`src/rtl/core/prs_pkg.sv`:
```
// ----------------------------------------------------------------------------
// Priority round scheduler package
// Shared widths, codes and structures of the scheduler's modules.
// ----------------------------------------------------------------------------
`default_nettype none

package prs_pkg;

    // Task table size and the widths that follow from it.
    localparam int MAX_SLOTS    = 16;
    localparam int SLOT_W       = $clog2(MAX_SLOTS);
    localparam int COUNT_W      = $clog2(MAX_SLOTS + 1);

    // Field widths of requests and results.
    localparam int PRIO_W       = 8;
    localparam int WORK_W       = 16;
    localparam int SLOT_FIELD_W = 4;
    localparam int KIND_W       = 2;
    localparam int IN_TDATA_W   = 24;
    localparam int OUT_TDATA_W  = 48;

    // Request action codes.
    localparam logic ACT_ADD   = 1'b0;
    localparam logic ACT_ROUND = 1'b1;

    // Result kinds.
    typedef enum logic [KIND_W-1:0] {
        KIND_ADD   = 2'd0,
        KIND_SERVE = 2'd1,
        KIND_IDLE  = 2'd2
    } t_kind;

    // Sequencer states.
    typedef enum logic [2:0] {
        ST_IDLE,
        ST_INSERT,
        ST_PLACE,
        ST_ACK,
        ST_SCAN,
        ST_FLUSH
    } t_state;

    // Write controls from the sequencer into the task table.
    typedef struct packed {
        logic              task_we;
        logic [SLOT_W-1:0] task_slot;
        logic [PRIO_W-1:0] task_prio;
        logic [WORK_W-1:0] task_work;
        logic              left_we;
        logic [SLOT_W-1:0] left_slot;
        logic [WORK_W-1:0] left_val;
        logic              order_we;
        logic [SLOT_W-1:0] order_pos;
        logic [SLOT_W-1:0] order_slot;
    } t_tbl_wr;

    // One result item.
    typedef struct packed {
        t_kind                   kind;
        logic                    accepted;
        logic [SLOT_FIELD_W-1:0] slot;
        logic [PRIO_W-1:0]       prio;
        logic [WORK_W-1:0]       step;
        logic [WORK_W-1:0]       total;
        logic                    last;
    } t_result;

    // Low bits of a slot index as reported in a result.
    function automatic logic [SLOT_FIELD_W-1:0] slot_field(input logic [SLOT_W-1:0] s);
        logic [SLOT_W+SLOT_FIELD_W-1:0] wide;
        wide = {{SLOT_FIELD_W{1'b0}}, s};
        return wide[SLOT_FIELD_W-1:0];
    endfunction

endpackage

`default_nettype wire

```
`src/rtl/core/prs_table.sv`:
```
// ----------------------------------------------------------------------------
// Priority round scheduler task table
// Per-slot priority, remaining and total counts, plus the service order list.
// ----------------------------------------------------------------------------
`default_nettype none

module prs_table (
    input  wire logic                          i_clk,
    input  wire prs_pkg::t_tbl_wr              i_wr,
    input  wire logic [prs_pkg::SLOT_W-1:0]    i_rd_pos,
    output logic      [prs_pkg::SLOT_W-1:0]    o_rd_slot,
    output logic      [prs_pkg::PRIO_W-1:0]    o_rd_prio,
    output logic      [prs_pkg::WORK_W-1:0]    o_rd_left,
    output logic      [prs_pkg::WORK_W-1:0]    o_rd_total
);

    logic [prs_pkg::PRIO_W-1:0] r_prio  [prs_pkg::MAX_SLOTS];
    logic [prs_pkg::WORK_W-1:0] r_left  [prs_pkg::MAX_SLOTS];
    logic [prs_pkg::WORK_W-1:0] r_total [prs_pkg::MAX_SLOTS];
    logic [prs_pkg::SLOT_W-1:0] r_order [prs_pkg::MAX_SLOTS];

    // New tasks and remaining-count updates.
    always_ff @(posedge i_clk) begin
        if (i_wr.task_we) begin
            r_prio[i_wr.task_slot]  <= i_wr.task_prio;
            r_left[i_wr.task_slot]  <= i_wr.task_work;
            r_total[i_wr.task_slot] <= i_wr.task_work;
        end else if (i_wr.left_we) begin
            r_left[i_wr.left_slot] <= i_wr.left_val;
        end
    end

    // Service order list.
    always_ff @(posedge i_clk) begin
        if (i_wr.order_we) begin
            r_order[i_wr.order_pos] <= i_wr.order_slot;
        end
    end

    // Look up the slot at a list position, then that slot's entry.
    always_comb begin
        o_rd_slot  = r_order[i_rd_pos];
        o_rd_prio  = r_prio[o_rd_slot];
        o_rd_left  = r_left[o_rd_slot];
        o_rd_total = r_total[o_rd_slot];
    end

endmodule

`default_nettype wire

```
`src/rtl/core/prs_ctrl.sv`:
```
// ----------------------------------------------------------------------------
// Priority round scheduler sequencer
// Walks the order list one position per cycle, pausing on an output stall,
// with shared arithmetic: sorted insertion on add, in-order service on a round.
// ----------------------------------------------------------------------------
`default_nettype none

module prs_ctrl (
    input  wire logic                          i_clk,
    input  wire logic                          i_rst_n,
    input  wire logic                          i_in_valid,
    output logic                               o_in_ready,
    input  wire logic                          i_action,
    input  wire logic [prs_pkg::PRIO_W-1:0]    i_prio,
    input  wire logic [prs_pkg::WORK_W-1:0]    i_work,
    output prs_pkg::t_tbl_wr                   o_wr,
    output logic      [prs_pkg::SLOT_W-1:0]    o_rd_pos,
    input  wire logic [prs_pkg::SLOT_W-1:0]    i_rd_slot,
    input  wire logic [prs_pkg::PRIO_W-1:0]    i_rd_prio,
    input  wire logic [prs_pkg::WORK_W-1:0]    i_rd_left,
    input  wire logic [prs_pkg::WORK_W-1:0]    i_rd_total,
    output logic                               o_res_valid,
    output prs_pkg::t_result                   o_res,
    input  wire logic                          i_res_ready
);

    prs_pkg::t_state                r_state, n_state;
    logic [prs_pkg::COUNT_W-1:0]    r_count, n_count;
    logic [prs_pkg::SLOT_W-1:0]     r_pos, n_pos;
    logic [prs_pkg::PRIO_W-1:0]     r_new_prio, n_new_prio;
    logic [prs_pkg::SLOT_W-1:0]     r_new_slot, n_new_slot;
    logic                           r_accepted, n_accepted;
    logic                           r_hold_valid, n_hold_valid;
    prs_pkg::t_result               r_hold, n_hold;

    logic [prs_pkg::COUNT_W-1:0]    cnt_m1;
    logic [prs_pkg::WORK_W-1:0]     step_num;
    logic [prs_pkg::WORK_W-1:0]     left_dec;
    logic                           at_end;

    // Control state.
    always_ff @(posedge i_clk) begin
        if (!i_rst_n) begin
            r_state      <= prs_pkg::ST_IDLE;
            r_count      <= '0;
            r_hold_valid <= 1'b0;
        end else begin
            r_state      <= n_state;
            r_count      <= n_count;
            r_hold_valid <= n_hold_valid;
        end
    end

    // Working registers.
    always_ff @(posedge i_clk) begin
        r_pos      <= n_pos;
        r_new_prio <= n_new_prio;
        r_new_slot <= n_new_slot;
        r_accepted <= n_accepted;
        r_hold     <= n_hold;
    end

    // Shared arithmetic on the entry at the current list position.
    always_comb begin
        cnt_m1   = r_count - prs_pkg::COUNT_W'(1);
        step_num = i_rd_total - i_rd_left + prs_pkg::WORK_W'(1);
        left_dec = i_rd_left - prs_pkg::WORK_W'(1);
        at_end   = (prs_pkg::COUNT_W'(r_pos) + prs_pkg::COUNT_W'(1)) == r_count;
    end

    // Next state and outputs.
    always_comb begin
        n_state      = r_state;
        n_count      = r_count;
        n_pos        = r_pos;
        n_new_prio   = r_new_prio;
        n_new_slot   = r_new_slot;
        n_accepted   = r_accepted;
        n_hold_valid = r_hold_valid;
        n_hold       = r_hold;
        o_in_ready   = 1'b0;
        o_wr         = '0;
        o_rd_pos     = r_pos;
        o_res_valid  = 1'b0;
        o_res        = '0;

        case (r_state)
            prs_pkg::ST_IDLE: begin
                o_in_ready = 1'b1;
                if (i_in_valid) begin
                    if (i_action == prs_pkg::ACT_ADD) begin
                        if (r_count < prs_pkg::COUNT_W'(prs_pkg::MAX_SLOTS)) begin
                            // Store the task; its list place is found by walking back, or is the head of an empty list.
                            o_wr.task_we   = 1'b1;
                            o_wr.task_slot = r_count[prs_pkg::SLOT_W-1:0];
                            o_wr.task_prio = i_prio;
                            o_wr.task_work = i_work;
                            n_count        = r_count + prs_pkg::COUNT_W'(1);
                            n_new_slot     = r_count[prs_pkg::SLOT_W-1:0];
                            n_new_prio     = i_prio;
                            n_accepted     = 1'b1;
                            if (r_count == '0) begin
                                o_wr.order_we   = 1'b1;
                                o_wr.order_pos  = '0;
                                o_wr.order_slot = '0;
                                n_state         = prs_pkg::ST_ACK;
                            end else begin
                                n_pos   = cnt_m1[prs_pkg::SLOT_W-1:0];
                                n_state = prs_pkg::ST_INSERT;
                            end
                        end else begin
                            n_accepted = 1'b0;
                            n_state    = prs_pkg::ST_ACK;
                        end
                    end else begin
                        n_pos        = '0;
                        n_hold_valid = 1'b0;
                        n_state      = (r_count == '0) ? prs_pkg::ST_FLUSH : prs_pkg::ST_SCAN;
                    end
                end
            end

            prs_pkg::ST_INSERT: begin
                // Entries of lower priority move up one place; equal ones stay ahead.
                o_wr.order_we  = 1'b1;
                o_wr.order_pos = r_pos + prs_pkg::SLOT_W'(1);
                if (i_rd_prio < r_new_prio) begin
                    o_wr.order_slot = i_rd_slot;
                    if (r_pos == '0) begin
                        n_state = prs_pkg::ST_PLACE;
                    end else begin
                        n_pos = r_pos - prs_pkg::SLOT_W'(1);
                    end
                end else begin
                    o_wr.order_slot = r_new_slot;
                    n_state         = prs_pkg::ST_ACK;
                end
            end

            prs_pkg::ST_PLACE: begin
                // The new task heads the list.
                o_wr.order_we   = 1'b1;
                o_wr.order_pos  = '0;
                o_wr.order_slot = r_new_slot;
                n_state         = prs_pkg::ST_ACK;
            end

            prs_pkg::ST_ACK: begin
                o_res_valid    = 1'b1;
                o_res.kind     = prs_pkg::KIND_ADD;
                o_res.accepted = r_accepted;
                o_res.last     = 1'b1;
                if (i_res_ready) begin
                    n_state = prs_pkg::ST_IDLE;
                end
            end

            prs_pkg::ST_SCAN: begin
                // An active entry is held back until the next one shows it was not last.
                if (i_rd_left != '0) begin
                    if (!r_hold_valid || i_res_ready) begin
                        o_res_valid    = r_hold_valid;
                        o_res          = r_hold;
                        o_res.last     = 1'b0;
                        n_hold_valid   = 1'b1;
                        n_hold.kind    = prs_pkg::KIND_SERVE;
                        n_hold.accepted = 1'b0;
                        n_hold.slot    = prs_pkg::slot_field(i_rd_slot);
                        n_hold.prio    = i_rd_prio;
                        n_hold.step    = step_num;
                        n_hold.total   = i_rd_total;
                        n_hold.last    = 1'b0;
                        o_wr.left_we   = 1'b1;
                        o_wr.left_slot = i_rd_slot;
                        o_wr.left_val  = left_dec;
                        if (at_end) begin
                            n_state = prs_pkg::ST_FLUSH;
                        end else begin
                            n_pos = r_pos + prs_pkg::SLOT_W'(1);
                        end
                    end
                end else begin
                    if (at_end) begin
                        n_state = prs_pkg::ST_FLUSH;
                    end else begin
                        n_pos = r_pos + prs_pkg::SLOT_W'(1);
                    end
                end
            end

            prs_pkg::ST_FLUSH: begin
                // Final served task, or the idle answer when nothing was active.
                o_res_valid = 1'b1;
                if (r_hold_valid) begin
                    o_res = r_hold;
                end else begin
                    o_res.kind = prs_pkg::KIND_IDLE;
                end
                o_res.last = 1'b1;
                if (i_res_ready) begin
                    n_hold_valid = 1'b0;
                    n_state      = prs_pkg::ST_IDLE;
                end
            end

            default: begin
                n_state = prs_pkg::ST_IDLE;
            end
        endcase
    end

endmodule

`default_nettype wire

```
`src/rtl/core/priority_round_scheduler_top.sv`:
```
// ----------------------------------------------------------------------------
// Priority round scheduler
// Task table with sorted insertion and static-priority service rounds.
// ----------------------------------------------------------------------------
// Usage:
//   Requests enter on the s_axis channel. tuser selects add (0) or round (1);
//   an add carries the task priority and work count in tdata.
//   Results leave on the m_axis channel, one request giving one or more results;
//   tlast marks the final result of each request.
//   An add takes the new task into a list kept sorted by descending priority,
//   walking back one list entry per cycle.
//   A round walks the list one entry per cycle, pausing on an output stall,
//   and serves each task with work left; each list entry takes one table read.
//   s_axis tready is high only while no request is in progress.
//   Results pass through one output register, and the sequencer keeps one more
//   result pending behind it; a stalled receiver holds the register, and the
//   walk pauses while both are full.
//   Reset empties the table and drops any request in progress.
// ----------------------------------------------------------------------------
`default_nettype none

module priority_round_scheduler_top (
    input  wire logic                               i_clk,
    input  wire logic                               i_rst_n,
    input  wire logic                               i_s_axis_tvalid,
    output logic                                    o_s_axis_tready,
    // tdata: prio [7:0], work [23:8]
    input  wire logic [prs_pkg::IN_TDATA_W-1:0]     i_s_axis_tdata,
    // tuser: action [0]
    input  wire logic                               i_s_axis_tuser,
    output logic                                    o_m_axis_tvalid,
    input  wire logic                               i_m_axis_tready,
    // tdata: accepted [0], slot [4:1], served_prio [12:5], step_number [28:13],
    //        step_total [44:29], zero fill [47:45]
    output logic      [prs_pkg::OUT_TDATA_W-1:0]    o_m_axis_tdata,
    // tuser: kind [1:0]
    output logic      [prs_pkg::KIND_W-1:0]         o_m_axis_tuser,
    output logic                                    o_m_axis_tlast
);

    prs_pkg::t_tbl_wr               tbl_wr;
    logic [prs_pkg::SLOT_W-1:0]     rd_pos;
    logic [prs_pkg::SLOT_W-1:0]     rd_slot;
    logic [prs_pkg::PRIO_W-1:0]     rd_prio;
    logic [prs_pkg::WORK_W-1:0]     rd_left;
    logic [prs_pkg::WORK_W-1:0]     rd_total;
    logic                           res_valid;
    logic                           res_ready;
    prs_pkg::t_result               res;

    logic                           r_out_valid;
    prs_pkg::t_result               r_out;

    prs_table u_table (
        .i_clk      (i_clk),
        .i_wr       (tbl_wr),
        .i_rd_pos   (rd_pos),
        .o_rd_slot  (rd_slot),
        .o_rd_prio  (rd_prio),
        .o_rd_left  (rd_left),
        .o_rd_total (rd_total)
    );

    prs_ctrl u_ctrl (
        .i_clk       (i_clk),
        .i_rst_n     (i_rst_n),
        .i_in_valid  (i_s_axis_tvalid),
        .o_in_ready  (o_s_axis_tready),
        .i_action    (i_s_axis_tuser),
        .i_prio      (i_s_axis_tdata[7:0]),
        .i_work      (i_s_axis_tdata[23:8]),
        .o_wr        (tbl_wr),
        .o_rd_pos    (rd_pos),
        .i_rd_slot   (rd_slot),
        .i_rd_prio   (rd_prio),
        .i_rd_left   (rd_left),
        .i_rd_total  (rd_total),
        .o_res_valid (res_valid),
        .o_res       (res),
        .i_res_ready (res_ready)
    );

    // Output register: loads when empty or when its content is being taken.
    assign res_ready = !r_out_valid || i_m_axis_tready;

    always_ff @(posedge i_clk) begin
        if (!i_rst_n) begin
            r_out_valid <= 1'b0;
        end else if (res_ready) begin
            r_out_valid <= res_valid;
        end
    end

    always_ff @(posedge i_clk) begin
        if (res_ready && res_valid) begin
            r_out <= res;
        end
    end

    // Pack the result fields onto the master channel.
    assign o_m_axis_tvalid = r_out_valid;
    assign o_m_axis_tdata  = {3'b000, r_out.total, r_out.step, r_out.prio,
                              r_out.slot, r_out.accepted};
    assign o_m_axis_tuser  = r_out.kind;
    assign o_m_axis_tlast  = r_out.last;

endmodule

`default_nettype wire

```
`config.mk`:
```
export PLATFORM = sky130hd
export DESIGN_NAME = priority_round_scheduler_top
export DESIGN_NICKNAME = d
export VERILOG_FILES = /design/src/rtl/core/prs_pkg.sv /design/src/rtl/core/prs_table.sv /design/src/rtl/core/prs_ctrl.sv /design/src/rtl/core/priority_round_scheduler_top.sv
export SDC_FILE = /design/constraint.sdc
export NUM_CORES = 1
export LEC_CHECK = 0
export BUFFER_PORTS_ARGS = -buffer_cell sky130_fd_sc_hd__buf_2
export CAP_MARGIN = 30
export CORE_MARGIN = 2
export CORE_UTILIZATION = 35
export DETAILED_ROUTE_END_ITERATION = 7
export PLACE_DENSITY = 0.55
export REMOVE_ABC_BUFFERS = 1
export SYNTH_ARGS = -nofsm -noshare
export SYNTH_HDL_FRONTEND = slang
export SYNTH_HIERARCHICAL = 1
export SYNTH_SLANG_ARGS = --single-unit
export TNS_END_PERCENT = 1
```
`constraint.sdc`:
```
create_clock -name i_clk -period 10.2 [get_ports i_clk]
set_clock_uncertainty 0.15 [all_clocks]
set_input_delay 0.51 -clock i_clk [delete_from_list [all_inputs] [get_ports i_clk]]
set_output_delay 0.51 -clock i_clk [all_outputs]
set_load 0.01 [all_outputs]
```
# --- Word level (Yosys, flattened, before mapping) ---
# Memories as Yosys holds them, arrays and structs flattened. A register that Yosys moved wholly into a read port is not among the register bits.
# Index checks and enable logic that the tools add are counted.
op_classes:
  addsub: 8
  magnitude_cmp: 2
  n_eq_ne: 18
  muxes: 64
  bitwise: 1
  reduce_logical: 19
ops:
  columns: ["cell", "n"]
  rows:
  - ["$mux 29", 4]
  - ["$pmux 44 s2", 1]
  - ["$mux 21", 3]
  - ["$mux 4", 12]
  - ["$mux 48", 1]
  - ["$mux 47", 1]
  - ["$mux 45", 1]
  - ["$mux 9", 4]
  - ["$pmux 9 s3", 1]
  - ["$mux 3", 8]
  - ["$mux 1", 18]
  - ["$add 16x1->16 const B", 1]
  - ["$mux 16", 1]
  - ["$reduce_bool 16->1", 1]
  - ["$reduce_or 16->1", 1]
  - ["$sub 16x1->16 const B", 1]
  - ["$sub 16x16->16", 1]
  - ["$pmux 3 s5", 1]
  - ["$pmux 4 s3", 1]
  - ["$ne 3x3->1 const B", 3]
  - ["$pmux 3 s3", 1]
  - ["$lt 8x8->1", 1]
  - ["$ne 2x1->1 const B", 4]
  - ["$ne 2x2->1 const B", 4]
  - ["26 further kinds", 37]
word_totals:
  ff_bits: 119
  ram_bits: 704
  in_bits: 29
  output_inout_bits: 53
  wordCells: 135
  mem_count: 4
mem_list:
  columns: ["name", "depth", "word_bits", "read_ports", "rd_clocked_by_memory_dff", "wr", "line", "rtl"]
  rows:
  - ["u_table.r_left", 16, 16, 1, 0, 1, "prs_table.sv:18", "logic [prs_pkg::WORK_W-1:0] r_left [prs_pkg::MAX_SLOTS];"]
  - ["u_table.r_total", 16, 16, 1, 0, 1, "prs_table.sv:19", "logic [prs_pkg::WORK_W-1:0] r_total [prs_pkg::MAX_SLOTS];"]
  - ["u_table.r_prio", 16, 8, 1, 0, 1, "prs_table.sv:17", "logic [prs_pkg::PRIO_W-1:0] r_prio [prs_pkg::MAX_SLOTS];"]
  - ["u_table.r_order", 16, 4, 1, 1, 1, "prs_table.sv:20", "logic [prs_pkg::SLOT_W-1:0] r_order [prs_pkg::MAX_SLOTS];"]

# --- Longest topological paths before layout ---
# Gate-level depths: netlist of run 1.
depth:
  ltp_word: 11
  ltp_mapped: 22
  mapped_depth_nobuf: 18

# --- Hierarchy ---
# The synthesis of run 1 kept the hierarchy.
modules_own_cells:
  columns: ["mod", "n_inst", "cells_each", "area_each_um2", "seq_area_each_um2"]
  rows:
  - ["prs_table", 1, 1264, 27411.3, 21140.3]
  - ["prs_ctrl", 1, 496, 4870.9, 2011.9]
  - ["priority_round_scheduler_top", 1, 57, 1525.2, 1461.4]

# --- Worst setup path before layout of run 1 ---
# Ideal clock, no wire load.
synth_timing:
  path_kind: "register to register"
  from: "register, netlist name u_ctrl/o_rd_pos[0]"
  to: "memory u_table/r_left[10][0] in the netlist's numbering (enable)"
  setup_time_ps: 388
  arrival_ps: 5168
  t_required_ps: 9662
  setup_slack_ps: 4494
  path_stages_with_launch: 20
  n_path_buf: 6
  period_less_slack_ps: 5706
  cell_sequence: "edfxtp_1 -> buf_4 -> mux4_2 -> mux4_2 -> clkbuf_1 -> clkbuf_1 -> buf_2 -> mux2i_1 -> o21ai_1 -> inv_1 -> ha_1 -> nor3b_2 -> nand4_1 -> nand3_2 -> inv_2 -> nor2b_1 -> clkbuf_1 -> clkbuf_1 -> a31oi_1 -> nor2_1"
synth_rtl:
  columns: ["element", "line"]
  rows:
  - ["to (decl)", "prs_table.sv:18"]

==> impl_metrics.yaml, run 1 <==
outcome:
  outcome: "finished clean"
place:
  place_inst: 3106
  io_buffers: 78
  post_dp_cell_area_sq_mm: 0.0359
  gp_congestion: 0.858
  hpwl_mm: 48.0
detailed_routing:
  wl_per_cell_um: 24.2
  ant_nets: 0
  route.vias.total: 16985
  first_pass_iters: 7
  drt_iter0_markers: 1590
  vias_per_cell: 5.18
  route.detailed.drc: 0
  postRouteWirelength_mm: 79.2
layout:
  final_cell_mix: "813 x edfxtp_1, 170 x mux4_2, 116 x nand2_1"
  nets: 2014
  post_route_cells_drive_above_1_share_pct: 25.2
  final_common_cell: "edfxtp_1"
  finalInstanceArea_sq_mm: 0.0389
  num-fill-cells: 8600
  multi_input_area_sq_mm: 0.00875
  antennaDiodeCount: 0
  area_delta_synth_final_pct: 15.2
  instances_no_fill: 3280
  seqCellArea_sq_mm: 0.0246
synth:
  synth_edf_count: 813
  synth_top_area_share_pct: 72.2
  postSynthAreaPerCell_sq_um: 18.6
  ys.flop_type: "edfxtp_1"
  ys_types: 73
  yosys-top-cells-area: "edfxtp_1 72%, mux4_2 12%, mux2i_1 1.7%"
  synth_cells: 1817
  synth_seq_cells: 823
  synth_top_area_cell: "edfxtp_1"
  synthArstFlopShare_pct: 0
  synth.yosys.seq_area_share_pct: 72.8
  yosys_warnings: 6
  syn-cell-area_sq_mm: 0.0338
sta:
  setup_violations: 0
  period_share_pct: 73.1
  rsz0062_at_grt: "no"
  slew_headroom_pct: 31.1
  fin_hold_ws_ns: 0.0413
  worstMarginPinSlew_ns: 1.03
  fin_crit_ns: 7.45
  finalHoldViolCount: 0
  fin_setup_tns_ns: 0
  fmax_mhz: 134
  final_max_slew_viol_count: 0
global_route:
  grt_overflow: 0
  grt_max_degree: 74
  grt_usage_pct: 16.1
  grt_pass1_vias: 17360
  antenna_found_initial: 1
  grt_first_pass_wirelength_mm: 117
clock_tree:
  cts_root_buf: "clkbuf_16"
  cts_tree: "done"
  post_cts_resized: 0
  path_clk_slew_ns: 0.06
  post_cts_buffers: 0
  clock-sinks: 823
  cts_made_buffers: 90
  htreeDepth: 3
  cts_buffer_depth: 3
  clock_latency_ns: 0.64
worst_setup_path:
  reg2reg_setup_slack_ns: 2.75
  r2r-start: "u_ctrl/o_rd_pos[3]"
  critPathCaptureType: "flop"
  worst_ep_required_time_ns: 10.31
  rr_endpoint: "u_table/r_left[12][1]"
  r2r_cells: 16
  critPathKind: "reg2reg"
  start_kind: "flop"
  cp.arrival_ns: 7.56
  path_max_fanout: 32
die:
  coreArea_sq_mm: 0.0953
  die_height_um: 315
  initial_core_util_pct: 35.5
  die-area_sq_mm: 0.0991
  die_w_um: 315
  ios: 82
  rows: 113
job:
  cap_violations: 0
worst_hold_path:
  whs_path_depth: 2
  min-delay-start: "i_rst_n"
  min_path_type: "in2reg"
  min_to: "o_m_axis_tvalid"
kinds of logic after synthesis:
kind of cell	synth area share, %
muxes	14.7
adders and majority gates	1.61
xor gates and xnor gates	0.881
and+or+nand+nor	5.26
buffers and inverters	1.82
DFF	72.8
AOI/OAI and AO/OA	2.92
other	0.0111
metrics by stage:
step           util, %  worst slack (ns)
2_1_floorplan        -             -5.29
3_3_place_gp      37.5              2.61
3_5_place_dp      37.7              2.76
4_1_cts           40.8              2.76
5_1_grt           40.9              2.21
6_report          40.9              2.75
worst max-delay path by stage:
stage | from | end | slack, ns
after floorplan | u_ctrl/o_rd_pos[1] | u_table/r_left[15][0] | -5.29
after global placement | u_ctrl/o_rd_pos[0] | u_table/r_left[15][1] | 2.61
after detailed placement | u_ctrl/o_rd_pos[2] | u_table/r_left[12][1] | 2.76
after CTS | u_ctrl/o_rd_pos[3] | u_table/r_left[6][7] | 2.76
after global routing | u_ctrl/o_rd_pos[2] | u_table/r_left[12][0] | 2.21
final | u_ctrl/o_rd_pos[3] | u_table/r_left[12][1] | 2.75
state kept, by name, indices dropped and copies added (netlist names):
register             cells
o_m_axis_tlast           1
o_m_axis_tdata          45
u_table/r_order         64
u_ctrl/r_new_prio        8
o_m_axis_tuser           2
u_ctrl/r_state           3
u_ctrl/r_hold           44
o_m_axis_tvalid          1
u_table/r_left         256
u_ctrl/r_new_slot        4
u_ctrl/o_rd_pos          4
u_table/r_total        256
u_ctrl/r_hold_valid      1
u_ctrl/r_accepted        1
u_ctrl/r_count           5
u_table/r_prio         128
critical path, cell delays in order, from the launching register on:
cell      delay (ns)
edfxtp_1        0.83
mux4_2          0.42
mux4_4          0.96
buf_4           0.40
mux4_2          0.36
mux2_2          0.30
nand2_1         0.07
o21ai_1         0.13
inv_1           0.18
ha_1            0.21
nor3b_2         0.39
nand4_1         0.43
nand3_2         0.43
inv_2           0.17
nand2b_1        0.57
a21oi_1         0.18
nor2_2          0.82
metal layers:
metal  track usage (%)  up-vias  share of wire [%]
li1                  -     7478                  -
met1              22.6     8881                 44
met2              26.0      501                 48
met3              2.76      125                5.6
met4              4.56        0                2.3
met5                 0        -                  0
final cells by class:
| type | instances | area share (%) |
|---|---|---|
| flip-flops and latches | 823 | 63.2 |
| multi-input cells | 863 | 22.5 |
| clock buffers | 103 | 6.02 |
| well taps | 1265 | 4.06 |
| repair buffers | 120 | 2.22 |
| clock inverters | 62 | 1.59 |
| inverters | 44 | 0.424 |
repair_timing:
item                                    4_1_cts  5_1_grt
endpoints found under the setup margin        0        0
endpoints found under the hold margin         8        0
hold buffers                                  8        0
synth_stat cells, types with 6 or more instances:
| master | number |
|---|---|
| edfxtp_1 | 813 |
| mux4_2 | 173 |
| nand2_1 | 116 |
| nor2_1 | 79 |
| mux2i_1 | 56 |
| nor2b_1 | 51 |
| ha_1 | 42 |
| inv_1 | 42 |
| buf_2 | 40 |
| a21oi_1 | 39 |
| mux2_2 | 38 |
| and2_1 | 36 |
| o21ai_1 | 34 |
| clkbuf_1 | 31 |
| xnor2_1 | 22 |
| o21ai_0 | 18 |
| nor3_1 | 16 |
| nand3_1 | 12 |
| xor2_1 | 12 |
| a211oi_1 | 11 |
| dfxtp_1 | 10 |
| buf_4 | 8 |
| nand2b_1 | 8 |
| a21o_1 | 7 |
| nand4_1 | 7 |
| a31oi_1 | 6 |
| and3_1 | 6 |
Power of run 1 is left out: the tool's default activity adds up to more than one toggle a clock period on the data nets, which glitch-free logic cannot reach.
==> run 2: changes to the inputs <==
==> constraint.sdc (replaced) <==
create_clock -name i_clk -period 7.65 [get_ports i_clk]
set_clock_uncertainty 0.15 [all_clocks]
set_input_delay 0.3825 -clock i_clk [delete_from_list [all_inputs] [get_ports i_clk]]
set_output_delay 0.3825 -clock i_clk [all_outputs]
set_load 0.01 [all_outputs]
==> run 2 against run 1 <==
Effect of this change:
- cell count grew 0.49%
- utilization is 0.20 points higher
- non-clock buffer count increased by 23
- maximum frequency increased by 7.5%
- critical path depth up 1
- global-route usage increased by 0.29 points
- final area increased by 0.49%
- sequential share of layout area fell by 0.31 points
- register-to-register slack got worse by 2.0 ns
- largest cell class unchanged
- highest routed layer unchanged
==> impl_metrics.yaml, run 2 (synthesis gave the netlist of run 1 again) <==
layout:
  reg_top3: "u_table/r_left (256), u_table/r_total (256), u_table/r_prio (128)"
  num-fill-cells: 8486
  final_cell_mix: "813 x edfxtp_1, 170 x mux4_2, 116 x nand2_1"
  area_delta_synth_final_pct: 15.8
  final_common_cell: "edfxtp_1"
  post_route_cells_drive_above_1_share_pct: 26.2
  finalInstanceArea_sq_mm: 0.0391
  nets: 2034
  antennaDiodeCount: 0
die:
  die_height_um: 315
  initial_core_util_pct: 35.5
  rows: 113
  die_w_um: 315
  coreArea_sq_mm: 0.0953
  ios: 82
  die-area_sq_mm: 0.0991
place:
  io_buffers: 78
  gp_congestion: 0.830
  hpwl_mm: 48.8
  post_dp_cell_area_sq_mm: 0.0361
sta:
  worstMarginPinSlew_ns: 1.06
  rsz0062_at_grt: "no"
  fin_crit_ns: 6.94
  finalHoldViolCount: 0
  period_share_pct: 90.7
  final_max_slew_viol_count: 0
  slew_headroom_pct: 29.0
  fmax_mhz: 144
  setup_violations: 0
global_route:
  grt_first_pass_wirelength_mm: 119
  grt_overflow: 0
  antenna_found_initial: 3
  grt_max_degree: 103
  grt_pass1_vias: 17700
  grt_usage_pct: 16.4
detailed_routing:
  wl_per_cell_um: 24.8
  first_pass_iters: 6
  route.vias.total: 17380
  vias_per_cell: 5.27
  route.detailed.drc: 0
  ant_nets: 0
  postRouteWirelength_mm: 81.6
  drt_iter0_markers: 1889
job:
  cap_violations: 0
clock_tree:
  post_cts_buffers: 0
  post_cts_resized: 0
  cts_buffer_depth: 3
  cts_hold_buf: 11
  htreeDepth: 3
  clock-sinks: 823
  cts_tree: "done"
  cts_made_buffers: 87
  path_clk_slew_ns: 0.06
  cts_root_buf: "clkbuf_16"
  clock_latency_ns: 0.67
worst_setup_path:
  cp.arrival_ns: 7.06
  reg2reg_setup_slack_ns: 0.71
  path_max_fanout: 35
  critPathKind: "reg2reg"
  start_kind: "flop"
  critPathCaptureType: "flop"
  worst_ep_required_time_ns: 7.77
outcome:
  outcome: "finished clean"
worst_hold_path:
  min_path_type: "in2reg"
## run 2: cell types whose count changed in the layout (fill, tap and decap cells not counted), moves of 2 or more
| cell | delta |
|---|---|
| clkinv_1 | -13 |
| inv_6 | +2 |
| buf_12 | +3 |
| inv_16 | +2 |
| clkbuf_16 | -5 |
| clkinv_4 | +3 |
| buf_4 | +17 |
| clkinvlp_4 | +6 |
| dlygate4sd3_1 | +3 |
| clkinv_2 | -4 |
## run 2: layout make-up
cell class                 count  area [sq um]  area share [%]
sequential                   823         24600            62.9
inverter                      44           165           0.422
clock buffer                  98          2220            5.67
timing repair buffer         143          1060            2.71
tap                         1265          1580            4.04
multi-input combinational    863          8750            22.4
clock inverter                60           738            1.89
## run 2: critical path: stages, from the launching register on
cell and delay (ns):
edfxtp_1 0.67, buf_4 0.32, mux4_2 0.52, mux4_4 0.97, mux2_2 0.41, nand2_1 0.06, o21ai_1 0.15, inv_1 0.19
ha_1 0.21, nor3b_2 0.46, nand4_1 0.43, nand3_2 0.23, inv_2 0.11, nor2b_1 0.22, buf_4 0.26, nor3_1 0.23
a31oi_1 0.16, nor2_2 0.72
## run 2: worst paths after layout
kind	to	depth (start not counted)	start
setup / recovery	u_table/r_left[2][11]	17	u_ctrl/o_rd_pos[0]
hold reg to reg	o_m_axis_tdata[33]	1	u_ctrl/r_hold[5]
hold / removal	u_ctrl/r_accepted	2	i_s_axis_tvalid
setup reg to reg	u_table/r_left[2][11]	17	u_ctrl/o_rd_pos[0]
## run 2: per-stage QoR
stage | setup TNS (ns) | hold WS [ns] | setup slack, ns | instances | util [%]
floorplan | -5260.45 | 0.331 | -7.84 | 1730 | -
global placement | 0 | 0.370 | 1.00 | 3120 | 37.7
detailed placement | 0 | 0.374 | 0.808 | 3127 | 37.8
CTS | 0 | 0.0150 | 0.790 | 3296 | 41.1
global route | 0 | 0.0836 | 0.350 | 3296 | 41.1
finish | 0 | 0.0642 | 0.713 | 3296 | 41.1
## run 2: routing by layer
| metal | share of wire, % | up-vias | wire, um | track usage (%) |
|---|---|---|---|---|
| li1 | - | 7508 | - | - |
| met1 | 45 | 9138 | 37000 | 23.8 |
| met2 | 47 | 621 | 38200 | 25.9 |
| met3 | 6.0 | 113 | 4940 | 2.38 |
| met4 | 1.9 | 0 | 1560 | 4.43 |
| met5 | 0 | - | 0 | 0 |
Power of run 2 is left out for the same reason.
